<file path="src/clpw_pkg.sv">
`default_nettype none
package clpw_pkg;
	typedef enum logic [2:0] {
		ACT_TICK = 3'd0,
		ACT_CMD  = 3'd1,
		ACT_LOAD = 3'd2,
		ACT_STR  = 3'd3,
		ACT_NUM  = 3'd4
	} action_t;

	typedef enum logic [2:0] {
		JOB_IDLE = 3'd0,
		JOB_INIT = 3'd1,
		JOB_CMD  = 3'd2,
		JOB_STR  = 3'd3,
		JOB_NUM  = 3'd4
	} job_t;

	typedef enum logic [2:0] {
		REG_FSET  = 3'd0,
		REG_DCTL  = 3'd1,
		REG_EMODE = 3'd2,
		REG_LINE1 = 3'd3,
		REG_LINE2 = 3'd4,
		REG_LASTC = 3'd5
	} reg_index_t;

	localparam logic [1:0] ST_OK      = 2'd0;
	localparam logic [1:0] ST_BUSY    = 2'd1;
	localparam logic [1:0] ST_NO_INIT = 2'd2;
	localparam logic [7:0] CMD_CLEAR  = 8'h01;
	localparam logic [7:0] CMD_DDRAM  = 8'h80;
	localparam logic [7:0] ASCII_ZERO = 8'h30;
	localparam int MaxDigits = 10;
endpackage
`default_nettype wire

</file>
<file path="src/clpw_ram.sv">
`default_nettype none
module clpw_ram #(
	parameter int Width = 8,
	parameter int Depth = 32
) (
	input  wire logic                     clk,
	input  wire logic                     we,
	input  wire logic [$clog2(Depth)-1:0] waddr,
	input  wire logic [Width-1:0]         wdata,
	input  wire logic [$clog2(Depth)-1:0] raddr,
	output logic      [Width-1:0]         rdata
);
	logic [Width-1:0] mem_q [Depth];

	always_ff @(posedge clk) begin
		if (we) begin
			mem_q[waddr] <= wdata;
		end
		rdata <= mem_q[raddr];
	end
endmodule
`default_nettype wire

</file>
<file path="src/clpw_digits.sv">
`default_nettype none
// Splits a 32-bit value into decimal digits, least significant first, one digit per pass
// through the multiply and digit states, using a reciprocal multiply split into two 16x32 halves.
module clpw_digits
	import clpw_pkg::*;
(
	input  wire logic        clk,
	input  wire logic        arst_n,
	input  wire logic        start,
	input  wire logic [31:0] value,
	output logic             busy,
	output logic             dig_we,
	output logic [3:0]       dig_addr,
	output logic [3:0]       dig_data,
	output logic [3:0]       count
);
	typedef enum logic [1:0] {S_IDLE, S_MUL, S_DIG} state_t;
	state_t      state_q;
	logic [31:0] num_q;
	logic [3:0]  n_q;
	logic [48:0] plo_q, phi_q;
	logic [64:0] prod;
	logic [31:0] quo;
	logic [35:0] q10;
	logic [3:0]  rem;
	localparam logic [32:0] Recip = 33'h0CCCCCCCD; // ceil(2^35/10)

	assign prod = {16'd0, plo_q} + {phi_q, 16'd0};
	assign quo  = {2'd0, prod[64:35]};
	assign q10  = {1'd0, quo, 3'd0} + {3'd0, quo, 1'd0};
	assign rem  = 4'(num_q - q10[31:0]);
	assign busy = (state_q != S_IDLE) || start;
	assign dig_data = (num_q == 32'd0) ? 4'd0 : rem;
	assign dig_addr = n_q;
	assign dig_we = (state_q == S_DIG);
	assign count = n_q;

	always_ff @(posedge clk or negedge arst_n) begin
		if (!arst_n) begin
			state_q <= S_IDLE;
			n_q <= '0;
		end else begin
			unique case (state_q)
				S_IDLE: if (start) begin
					num_q <= value;
					n_q <= '0;
					state_q <= S_MUL;
				end
				S_MUL: begin
					plo_q <= {33'd0, num_q[15:0]} * {16'd0, Recip};
					phi_q <= {33'd0, num_q[31:16]} * {16'd0, Recip};
					state_q <= S_DIG;
				end
				S_DIG: begin
					n_q <= n_q + 4'd1;
					if (num_q == 32'd0 || quo == 32'd0) begin
						state_q <= S_IDLE;
					end else begin
						num_q <= quo;
						state_q <= S_MUL;
					end
				end
				default: state_q <= S_IDLE;
			endcase
		end
	end
endmodule
`default_nettype wire

</file>
<file path="src/char_lcd_parallel_write_sequencer_top.sv">
`default_nettype none
// A tick or request is answered in the cycle after its transfer, from an output register,
// and the next item can be taken on that same edge, so one item per cycle while the output
// is not stalled. A tick that drives a stored character or digit first passes through a read
// state for the synchronous RAM read, and a number request holds the input in the number
// state while the digit unit emits its digits.
// Reset starts the init sequence with all pins low; buffer contents are undefined.
module char_lcd_parallel_write_sequencer_top
	import clpw_pkg::*;
#(
	parameter int TEXT_DEPTH = 32
) (
	input  wire logic        clk,
	input  wire logic        arst_n,
	input  wire logic        in_valid,
	output logic             in_ready,
	input  wire logic [2:0]  action,
	input  wire logic [7:0]  byte_value,
	input  wire logic [4:0]  char_slot,
	input  wire logic [5:0]  char_count,
	input  wire logic [6:0]  column,
	input  wire logic [6:0]  row_address,
	input  wire logic [31:0] number_value,
	output logic             out_valid,
	input  wire logic        out_ready,
	output logic [1:0]       status,
	output logic             reg_select,
	output logic             read_write,
	output logic             enable,
	output logic [7:0]       data_bus,
	output logic             busy_res,
	input  wire logic        cfg_we,
	input  wire logic [2:0]  cfg_index,
	input  wire logic [7:0]  cfg_data
);
	localparam int TAw = (TEXT_DEPTH > 1) ? $clog2(TEXT_DEPTH) : 1;
	localparam int TDp = (TEXT_DEPTH > 1) ? TEXT_DEPTH : 2;
	localparam int LenW = $clog2(TEXT_DEPTH + 1);

	typedef enum logic [1:0] {E_IDLE, E_READ, E_NUM} est_t;
	est_t state_q;

	logic [7:0] fset_q, dctl_q, emode_q;
	logic [6:0] line1_q, line2_q;
	logic [5:0] lastc_q;
	logic [3:0] phase_q;
	job_t job_q;
	logic [1:0] init_step_q;
	logic init_done_q, addr_pend_q;
	logic [7:0] cmd_hold_q, addr_byte_q;
	logic [LenW-1:0] tlen_q, tpos_q;
	logic [3:0] dtot_q, dpos_q;
	logic rs_q, en_q;
	logic [7:0] bus_q;

	logic tram_we;
	logic [TAw-1:0] tram_raddr;
	logic [7:0] tram_rdata;
	logic [3:0] dram_raddr, dram_rdata, dram_waddr, dram_wdata, dig_count;
	logic dram_we, dig_busy, dig_start;

	assign in_ready = (state_q == E_IDLE) && (!out_valid || out_ready);
	assign read_write = 1'b0;
	wire accept = in_valid && in_ready;

	assign tram_we = accept && action == ACT_LOAD && init_done_q && job_q == JOB_IDLE
		&& (int'(char_slot) < TEXT_DEPTH);
	assign tram_raddr = TAw'(tpos_q);
	assign dram_raddr = 4'(dtot_q - 4'd1 - dpos_q);

	clpw_ram #(.Width(8), .Depth(TDp)) u_text (
		.clk(clk), .we(tram_we), .waddr(TAw'(char_slot)), .wdata(byte_value),
		.raddr(tram_raddr), .rdata(tram_rdata));
	clpw_ram #(.Width(4), .Depth(16)) u_dig (
		.clk(clk), .we(dram_we), .waddr(dram_waddr), .wdata(dram_wdata),
		.raddr(dram_raddr), .rdata(dram_rdata));

	assign dig_start = accept && action == ACT_NUM && init_done_q && job_q == JOB_IDLE;
	clpw_digits u_digits (
		.clk(clk), .arst_n(arst_n), .start(dig_start), .value(number_value),
		.busy(dig_busy), .dig_we(dram_we), .dig_addr(dram_waddr),
		.dig_data(dram_wdata), .count(dig_count));

	// Bytes from the RAMs are only needed at the bus-drive phase of data bytes.
	wire need_ram = accept && action == ACT_TICK && phase_q == 4'd3 && !addr_pend_q
		&& (job_q == JOB_STR || job_q == JOB_NUM);

	logic [7:0] cur_byte;
	always_comb begin
		unique case (job_q)
			JOB_INIT: begin
				unique case (init_step_q)
					2'd0: cur_byte = fset_q;
					2'd1: cur_byte = CMD_CLEAR;
					2'd2: cur_byte = dctl_q;
					default: cur_byte = emode_q;
				endcase
			end
			JOB_CMD: cur_byte = cmd_hold_q;
			JOB_STR: cur_byte = addr_pend_q ? addr_byte_q : tram_rdata;
			JOB_NUM: cur_byte = addr_pend_q ? addr_byte_q : (ASCII_ZERO | {4'd0, dram_rdata});
			default: cur_byte = 8'd0;
		endcase
	end

	logic pos_ok;
	logic [6:0] pos_base;
	always_comb begin
		pos_ok = 1'b0;
		pos_base = line1_q;
		if ({1'b0, column} <= {2'b0, lastc_q}) begin
			if (row_address == line1_q) begin
				pos_ok = 1'b1;
			end else if (row_address == line2_q) begin
				pos_ok = 1'b1;
				pos_base = line2_q;
			end
		end
	end

	logic [LenW-1:0] sat_len;
	assign sat_len = (int'(char_count) > TEXT_DEPTH) ? LenW'(TEXT_DEPTH)
		: LenW'(char_count);

	always_ff @(posedge clk or negedge arst_n) begin
		if (!arst_n) begin
			state_q <= E_IDLE;
			fset_q <= 8'h38; dctl_q <= 8'h0C; emode_q <= 8'h06;
			line1_q <= 7'd0; line2_q <= 7'd64; lastc_q <= 6'd15;
			phase_q <= '0; job_q <= JOB_INIT; init_step_q <= '0; init_done_q <= 1'b0;
			addr_pend_q <= 1'b0; cmd_hold_q <= '0; addr_byte_q <= '0;
			tlen_q <= '0; tpos_q <= '0; dtot_q <= '0; dpos_q <= '0;
			rs_q <= 1'b0; en_q <= 1'b0; bus_q <= '0;
			out_valid <= 1'b0; status <= ST_OK; reg_select <= 1'b0;
			enable <= 1'b0; data_bus <= '0; busy_res <= 1'b0;
		end else begin
			if (cfg_we) begin
				unique case (cfg_index)
					REG_FSET:  fset_q <= cfg_data;
					REG_DCTL:  dctl_q <= cfg_data;
					REG_EMODE: emode_q <= cfg_data;
					REG_LINE1: line1_q <= cfg_data[6:0];
					REG_LINE2: line2_q <= cfg_data[6:0];
					REG_LASTC: lastc_q <= cfg_data[5:0];
					default: ;
				endcase
			end
			if (out_valid && out_ready) out_valid <= 1'b0;
			unique case (state_q)
				E_IDLE: if (accept) begin
					status <= ST_OK;
					if (need_ram) begin
						state_q <= E_READ;
					end else if (action == ACT_TICK) begin
						if (job_q != JOB_IDLE) begin
							unique case (phase_q)
								4'd0: rs_q <= (job_q == JOB_STR || job_q == JOB_NUM)
									&& !addr_pend_q;
								4'd2: en_q <= 1'b1;
								4'd3: bus_q <= cur_byte;
								4'd4: en_q <= 1'b0;
								default: ;
							endcase
							if (phase_q >= 4'd5) begin
								phase_q <= '0;
								unique case (job_q)
									JOB_INIT: begin
										init_step_q <= init_step_q + 2'd1;
										if (init_step_q == 2'd3) begin
											init_done_q <= 1'b1;
											job_q <= JOB_IDLE;
										end
									end
									JOB_STR: begin
										if (addr_pend_q) begin
											addr_pend_q <= 1'b0;
											if (tpos_q >= tlen_q) job_q <= JOB_IDLE;
										end else begin
											tpos_q <= tpos_q + 1'b1;
											if (tpos_q + 1'b1 >= tlen_q) job_q <= JOB_IDLE;
										end
									end
									JOB_NUM: begin
										if (addr_pend_q) begin
											addr_pend_q <= 1'b0;
											if (dpos_q >= dtot_q) job_q <= JOB_IDLE;
										end else begin
											dpos_q <= dpos_q + 4'd1;
											if (dpos_q + 4'd1 >= dtot_q) job_q <= JOB_IDLE;
										end
									end
									default: job_q <= JOB_IDLE;
								endcase
							end else begin
								phase_q <= phase_q + 4'd1;
							end
						end
					end else if (action <= ACT_NUM) begin
						if (!init_done_q) begin
							status <= ST_NO_INIT;
						end else if (job_q != JOB_IDLE) begin
							status <= ST_BUSY;
						end else begin
							priority case (action)
								ACT_CMD: begin
									cmd_hold_q <= byte_value;
									phase_q <= '0;
									job_q <= JOB_CMD;
								end
								ACT_STR: begin
									tlen_q <= sat_len;
									tpos_q <= '0;
									addr_pend_q <= pos_ok;
									addr_byte_q <= CMD_DDRAM | {1'b0, 7'(pos_base + column)};
									phase_q <= '0;
									job_q <= (pos_ok || sat_len != '0) ? JOB_STR : JOB_IDLE;
								end
								ACT_NUM: begin
									dpos_q <= '0;
									addr_pend_q <= pos_ok;
									addr_byte_q <= CMD_DDRAM | {1'b0, 7'(pos_base + column)};
									phase_q <= '0;
									job_q <= JOB_NUM;
									state_q <= E_NUM;
								end
								default: ;
							endcase
						end
					end
					if (!(need_ram || dig_start)) begin
						out_valid <= 1'b1;
						reg_select <= rs_q; enable <= en_q; data_bus <= bus_q;
						busy_res <= (job_q != JOB_IDLE);
						if (action == ACT_TICK) begin
							if (job_q != JOB_IDLE) begin
								if (phase_q == 4'd0)
									reg_select <= (job_q == JOB_STR || job_q == JOB_NUM)
										&& !addr_pend_q;
								if (phase_q == 4'd2) enable <= 1'b1;
								if (phase_q == 4'd3) data_bus <= cur_byte;
								if (phase_q == 4'd4) enable <= 1'b0;
								if (phase_q >= 4'd5) begin
									unique case (job_q)
										JOB_INIT: busy_res <= (init_step_q != 2'd3);
										JOB_STR: busy_res <= addr_pend_q ? (tpos_q < tlen_q)
											: (tpos_q + 1'b1 < tlen_q);
										JOB_NUM: busy_res <= addr_pend_q ? (dpos_q < dtot_q)
											: (dpos_q + 4'd1 < dtot_q);
										default: busy_res <= 1'b0;
									endcase
								end
							end
						end else if (action <= ACT_NUM && init_done_q && job_q == JOB_IDLE) begin
							if (action == ACT_CMD) busy_res <= 1'b1;
							if (action == ACT_STR) busy_res <= pos_ok || sat_len != '0;
						end
					end
				end
				E_READ: begin
					// RAM data is valid now; the drive phase completes.
					bus_q <= cur_byte;
					phase_q <= phase_q + 4'd1;
					out_valid <= 1'b1;
					reg_select <= rs_q; enable <= en_q; data_bus <= cur_byte;
					busy_res <= 1'b1;
					state_q <= E_IDLE;
				end
				E_NUM: if (!dig_busy) begin
					dtot_q <= dig_count;
					out_valid <= 1'b1;
					reg_select <= rs_q; enable <= en_q; data_bus <= bus_q;
					busy_res <= 1'b1;
					state_q <= E_IDLE;
				end
				default: state_q <= E_IDLE;
			endcase
		end
	end
endmodule
`default_nettype wire
</file>
<file path="config.mk">
export PLATFORM = sky130hd
export DESIGN_NAME = char_lcd_parallel_write_sequencer_top
export DESIGN_NICKNAME = d
export VERILOG_FILES = /design/src/clpw_pkg.sv /design/src/clpw_ram.sv /design/src/clpw_digits.sv /design/src/char_lcd_parallel_write_sequencer_top.sv
export SDC_FILE = /design/constraint.sdc
export NUM_CORES = 1
export LEC_CHECK = 0
export BUFFER_PORTS_ARGS = -buffer_cell sky130_fd_sc_hd__buf_2
export CORE_MARGIN = 3
export CORE_UTILIZATION = 65
export CTS_BUF_LIST = sky130_fd_sc_hd__clkbuf_8 sky130_fd_sc_hd__clkbuf_16
export CTS_CLUSTER_DIAMETER = 80
export CTS_CLUSTER_SIZE = 25
export DETAILED_ROUTE_END_ITERATION = 12
export PLACE_DENSITY = 0.8
export SLEW_MARGIN = 20
export SYNTH_ARGS = -nofsm -noshare
export SYNTH_HDL_FRONTEND = slang
export SYNTH_SLANG_ARGS = --single-unit
</file>
<file path="constraint.sdc">
create_clock -name clk -period 8.88 [get_ports clk]
set_input_delay 0.444 -clock clk [delete_from_list [all_inputs] [get_ports clk]]
set_output_delay 0.444 -clock clk [all_outputs]
set_load 0.01 [all_outputs]
</file>
---- Yosys cells after proc, flatten, opt, wreduce, memory -nomap -nowiden ----
Memory sizes are Yosys's and may differ from the RTL's. A register that Yosys moved wholly into a read port is not among the register bits.
Index checks and enable logic that the tools add are counted.
storage, ports and cells
  output and inout port bits .............. 16
  bits in writable memories ............... 320
  bits in read-only memories .............. 0
  bits in latches ......................... 0
  flip-flop bits (word level) ............. 251
  memories ................................ 2
  logic and storage cells ................. 326
operators by class
  bitwise logic cells ..................... 4
  divide/modulo/power cells ............... 0
  multiplexer cells ....................... 134
  equal/unequal tests ..................... 54
  order comparisons ....................... 12
  multipliers ............................. 2
  $add $sub $neg .......................... 11
  shift operators ......................... 0
  reductions and logical operators ........ 75
memories
  name          depth  bits a word  read ports  clocked after memory_dff  wr ports  RTL line        text
  u_text.mem_q  32     8            1           1                         1         clpw_ram.sv:13  logic [Width-1:0] mem_q [Depth];
  u_dig.mem_q   16     4            1           1                         1         clpw_ram.sv:13
operator list
  cell                      count
  $mul A16 B32 Y48 const B  2
  $mux W4                   20
  $mux W8                   10
  $add A48 B64 Y65          1
  $logic_not A32 Y1         2
  $mux W32                  2
  $pmux W32 S2              1
  $mux W6                   10
  $pmux W8 S3               2
  $mux W1                   45
  $reduce_and A8 Y1         5
  $mux W3                   13
  $pmux W8 S4               1
  $mux W2                   14
  $reduce_and A11 Y1        2
  $mux W7                   3
  $ne A2 B2 Y1 const B      10
  $reduce_and A2 Y1         10
  $eq A3 B2 Y1 const B      6
  $pmux W3 S3               2
  $reduce_bool A2 Y1        9
  $logic_and A1 B1 Y1       16
  $ne A4 B4 Y1 const B      4
  $pmux W4 S2               2
  other kinds (48)          100

---- Depth between registers and ports, before layout ----
  depth after elaboration ................. 12
  gate-level depth with buffers ........... 24
  mapped depth without buffers ............ 23

---- Modules after synthesis ----
Synthesis repeated with hierarchy kept, for this count alone.
second synthesis, totals
  cells, all modules ...................... 3001
  area, all modules ....................... 36895.4 µm²
modules (own cells, without submodules)
  module                                 times used  area each (µm²)  sequential area each (µm²)  cells an instance
  clpw_digits                            1           16831.1          3513.4                      1734
  clpw_ram at u_text                     1           10053.4          7847.5                      417
  char_lcd_parallel_write_sequencer_top  1           7344.5           2944.1                      720
  clpw_ram at u_dig                      1           2666.3           2001.9                      130

---- Least setup slack after synthesis ----
No wires, ideal clock.
  path type ............................... reg-to-reg
  from .................................... register u_digits.num_q[1]
  to ...................................... register u_digits.plo_q[27], data pin
  data arrival time ....................... 5.756 ns
  setup slack ............................. 2.856 ns
  required time ........................... 8.613 ns
  library setup time ...................... 0.267 ns
  stages on the path, launching flop included .. 23
  cells stage by stage .................... edfxtp_1 ha_1 fa_1 inv_1 fa_1 inv_1 fa_1 inv_1 fa_1 fa_1 inv_1 ha_1 a211oi_1 o21ai_0 o211ai_1 nand3_1 o221a_1 or2_1 clkbuf_1 a41o_1 a21o_1 a21oi_1 xnor2_1
between the ends
  longest elaborated chain between the ends .. 1
RTL lines
  item                      RTL line           text
  start: declaration        clpw_digits.sv:19  logic [31:0] num_q;
  start signal: assignment  clpw_digits.sv:45  num_q <= value;
  start signal: assignment  clpw_digits.sv:59  num_q <= quo;
  $mul A16 B32 Y48          clpw_digits.sv:50  plo_q <= {33'd0, num_q[15:0]} * {16'd0, Recip};
  end signal: assignment    clpw_digits.sv:50
  end: declaration          clpw_digits.sv:21  logic [48:0] plo_q, phi_q;
No other way between the ends.
A chain may end at the register's enable or synchronous reset.

---- Final worst setup path ----
  from .................................... register u_digits.num_q[17]
  to ...................................... register u_digits.phi_q[45], data pin
between the ends
  longest elaborated chain between the ends .. 1
RTL lines
  item                    RTL line           text
  $mul A16 B32 Y48        clpw_digits.sv:51  phi_q <= {33'd0, num_q[31:16]} * {16'd0, Recip};
  end signal: assignment  clpw_digits.sv:51
  end: declaration        clpw_digits.sv:21
No other way between the ends.

==> key figures <==
Global routing
  • Initial antenna violation count: 3
  • Vias in the first global route: around 25000
  • Largest net degree at the start of global routing: 84
  • GR Overflow Total: 0
  • First-pass GRT wire length: roughly 140000 um
  • Global Route Usage Sum: 0.299

Timing
  • Setup TNS: 0 ns
  • Endpoints failing hold: 0
  • Final worst path period share: 0.792
  • RSZ-0062 raised after global routing: no
  • Highest Clock Rate: ~0.14 GHz
  • Min Tclk post-route: 7.04 ns
  • Slew HR: 0.268
  • # setup viols final: 0
  • Worst Skew: ~0.04 ns
  • Fin. max-slew vios: 0
  • Worst-margin pin slew: approximately 1.1 ns

Layout
  • Ant. Diodes: 0
  • Share of layout cells above drive strength 1: 0.120
  • Nets@finish: 3700
  • Fillers: ~3800
  • P&R area growth vs syn: 6.47%
  • Final core utilization: 0.703

Detailed routing
  • DR DRC count: 0
  • Met3 wire length: roughly 6400 um
  • Routed met2 length: between 40000 and 50000 um
  • Final wirelength: just under 90000 um
  • Drt via density: 6.25
  • Per-cell routed wire length: ~23 um
  • Routed Antenna Nets: 0
  • Top sig layer: met5
  • DRT iter0 DRCs: between 2000 and 2500
  • Vias post-DR: around 24000
  • First-pass iteration count of the detailed router: 5
  • Met1 wire length: around 37000 um

CTS
  • Clk slew on worst S/H paths: 0.10 ns
  • CTS tree: yes
  • Clk_lat worst skew: ~0.6 ns
  • Max clock buf depth: 3
  • H-tree Lvls: 2
  • CTS buffer count: 34
  • Clock root buffer: clkbuf_16
  • Post-CTS resize count: 0
  • Sink Count: roughly 570

Floorplan
  • Chip Height: ~240 um
  • Placement row count: 86
  • # IOs: 100
  • Core Region: between 0.05 and 0.06 mm2
  • Die ar.: about 0.059 mm2
  • Starting Density: 0.660
  • Die W: 243 um

Yosys
  • EDFF count, synth: between 400 and 500
  • Post-synth top area cell: edfxtp_1
  • Area share of the largest cell type after synthesis: 0.355
  • Cell variety after synth: 91
  • Mapped Cells: 3024
  • Syn nets: 3642
  • Synth warn: 0
  • Synth Cell Area: approximately 0.037 mm2
  • Ys async rst share: 0.217
  • Main synth FF type: edfxtp_1
  • Top cells by area, synth: edfxtp_1 35%, ha_1 13%, fa_1 9.0%
  • Syn avg cell area: ~12 um2
  • Commonest cells in the netlist: 432 x edfxtp_1, 397 x inv_1, 369 x ha_1
  • #FFs+latches synth: 567
  • Count leader, synth: edfxtp_1
  • Seq/Total Area, Yosys: 0.446

Critical path
  • Startpoint Class: flop
  • Crit end category: flop
  • Crit path DAT: between 7 and 8 ns
  • Critical-path maximum fanout: 6
  • Crit path required time: 9.21 ns
  • R2r setup slk: 1.84 ns
  • Critical path class: flop to flop

Hold path
  • Hold Crit Class: input port to flop

Status
  • Status: completed

Power and ir drop
  • Leak Pwr: about 17 nW
  • Pwr Density: 129 mW/mm2
  • Worst vdd ir: 0.107 mV

Place
  • DPL Wire Length: approximately 66000 um
  • Routability cong.: between 0.9 and 1
  • Buffers on Ports: around 100

Run
  • Max-cap viol count: 0
## layout make-up
cell class / count / area (um2) / area share
clock buffers: 35 / 876 / 0.0225
clock inverters: 27 / 283 / 0.00726
inverters: 400 / 1500 / 0.0386
multi-input cells: 1970 / 18400 / 0.474
flip-flops and latches: 567 / 16300 / 0.419
well taps: 748 / 936 / 0.0240
repair buffers: 109 / 586 / 0.0150
## metal layers
metal / GRT usage / vias to the layer above
met5: 0 / -
met4: 0.0851 / 4
met3: 0.0488 / 156
met2: 0.485 / 996
met1: 0.425 / 12100
li1: - / 10900
## worst max-delay path, stage by stage, from the launching register on
cell      delay [ns]
edfxtp_1        0.50
ha_1            0.40
fa_1            0.60
fa_1            0.58
inv_1           0.07
fa_1            0.56
fa_1            0.50
fa_1            0.59
inv_1           0.05
ha_1            0.35
a21oi_1         0.19
o21ai_0         0.22
a221oi_1        0.32
o21ai_0         0.22
a21oi_1         0.45
o21ai_1         0.29
nand4_1         0.17
nand3_1         0.15
o41ai_1         0.43
xnor2_1         0.13
## timing repair
action | in CTS | in global routing
endpoints found under the hold margin | 39 | 0
setup buffers | 0 | 0
hold buffers | 1 | 0
## state kept, by name, indices dropped and copies added, names as in the netlist, 8 cells and up
signal	cells
u_text.mem_q	256
u_dig.mem_q	64
u_digits.phi_q	48
u_digits.num_q	32
u_digits.plo_q	32
addr_byte_q	8
bus_q	8
cmd_hold_q	8
data_bus	8
dctl_q	8
emode_q	8
fset_q	8
u_text.rdata	8
## cell families after synthesis
group | synth area share
adder cells (fa/ha/maj) | 0.217
XOR/XNOR | 0.0283
AO/OA/AOI/OAI | 0.0882
buffers and inverters | 0.0503
flip-flops | 0.446
other | 0.000103
AND/OR/NAND/NOR | 0.0802
multiplexers | 0.0906
## where the power goes
group / leakage [nW] / switching [mW] / internal (mW) / total (mW)
logic: 10.6 / 0.183 / 0.139 / 0.322
clock network: 0.609 / 0.981 / 0.780 / 1.76
registers: 5.47 / 0.0394 / 2.90 / 2.94
total: 16.6 / 1.20 / 3.82 / 5.03
## final timing paths
kind,cells past startpoint,endpoint,from
worst min register to register,2,data_bus[1],data_bus[1]
worst max-delay path,19,u_digits.phi_q[45],u_digits.num_q[17]
worst max register to register,19,u_digits.phi_q[45],u_digits.num_q[17]
max in group asynchronous,3,line2_q[3],arst_n
min in group asynchronous,2,line1_q[0],arst_n
worst min-delay path,3,tlen_q[3],char_count[3]
## through the flow
stage / total power [mW] / cell area (um2) / hold WS [ns] / std cells / worst slack (ns)
after floorplan: 3.18 / 36600 / 0.148 / 3024 / 2.86
after global placement: 3.30 / 37800 / 0.454 / 3793 / 2.32
after detailed placement: 3.32 / 37800 / 0.465 / 3793 / 2.02
after CTS: 5.05 / 38900 / 0.0908 / 3856 / 1.92
after global routing: 5.19 / 38900 / 0.134 / 3856 / 1.43
final: 5.03 / 38900 / 0.117 / 3856 / 1.84
## placed cells by master, fill, tap and decap left out, types with 45 or more instances in the layout
cell type	synthesis	layout
a21o_1	53	53
a21oi_1	142	142
buf_2	5	97
dfrtp_1	110	108
edfxtp_1	432	432
fa_1	165	165
ha_1	369	368
inv_1	397	410
mux2_2	79	79
mux4_2	96	96
nand2_1	189	189
nand3_1	45	45
nor2_1	157	157
o21ai_0	125	125
xnor2_1	78	78
(Power assumes the default switching activity.)
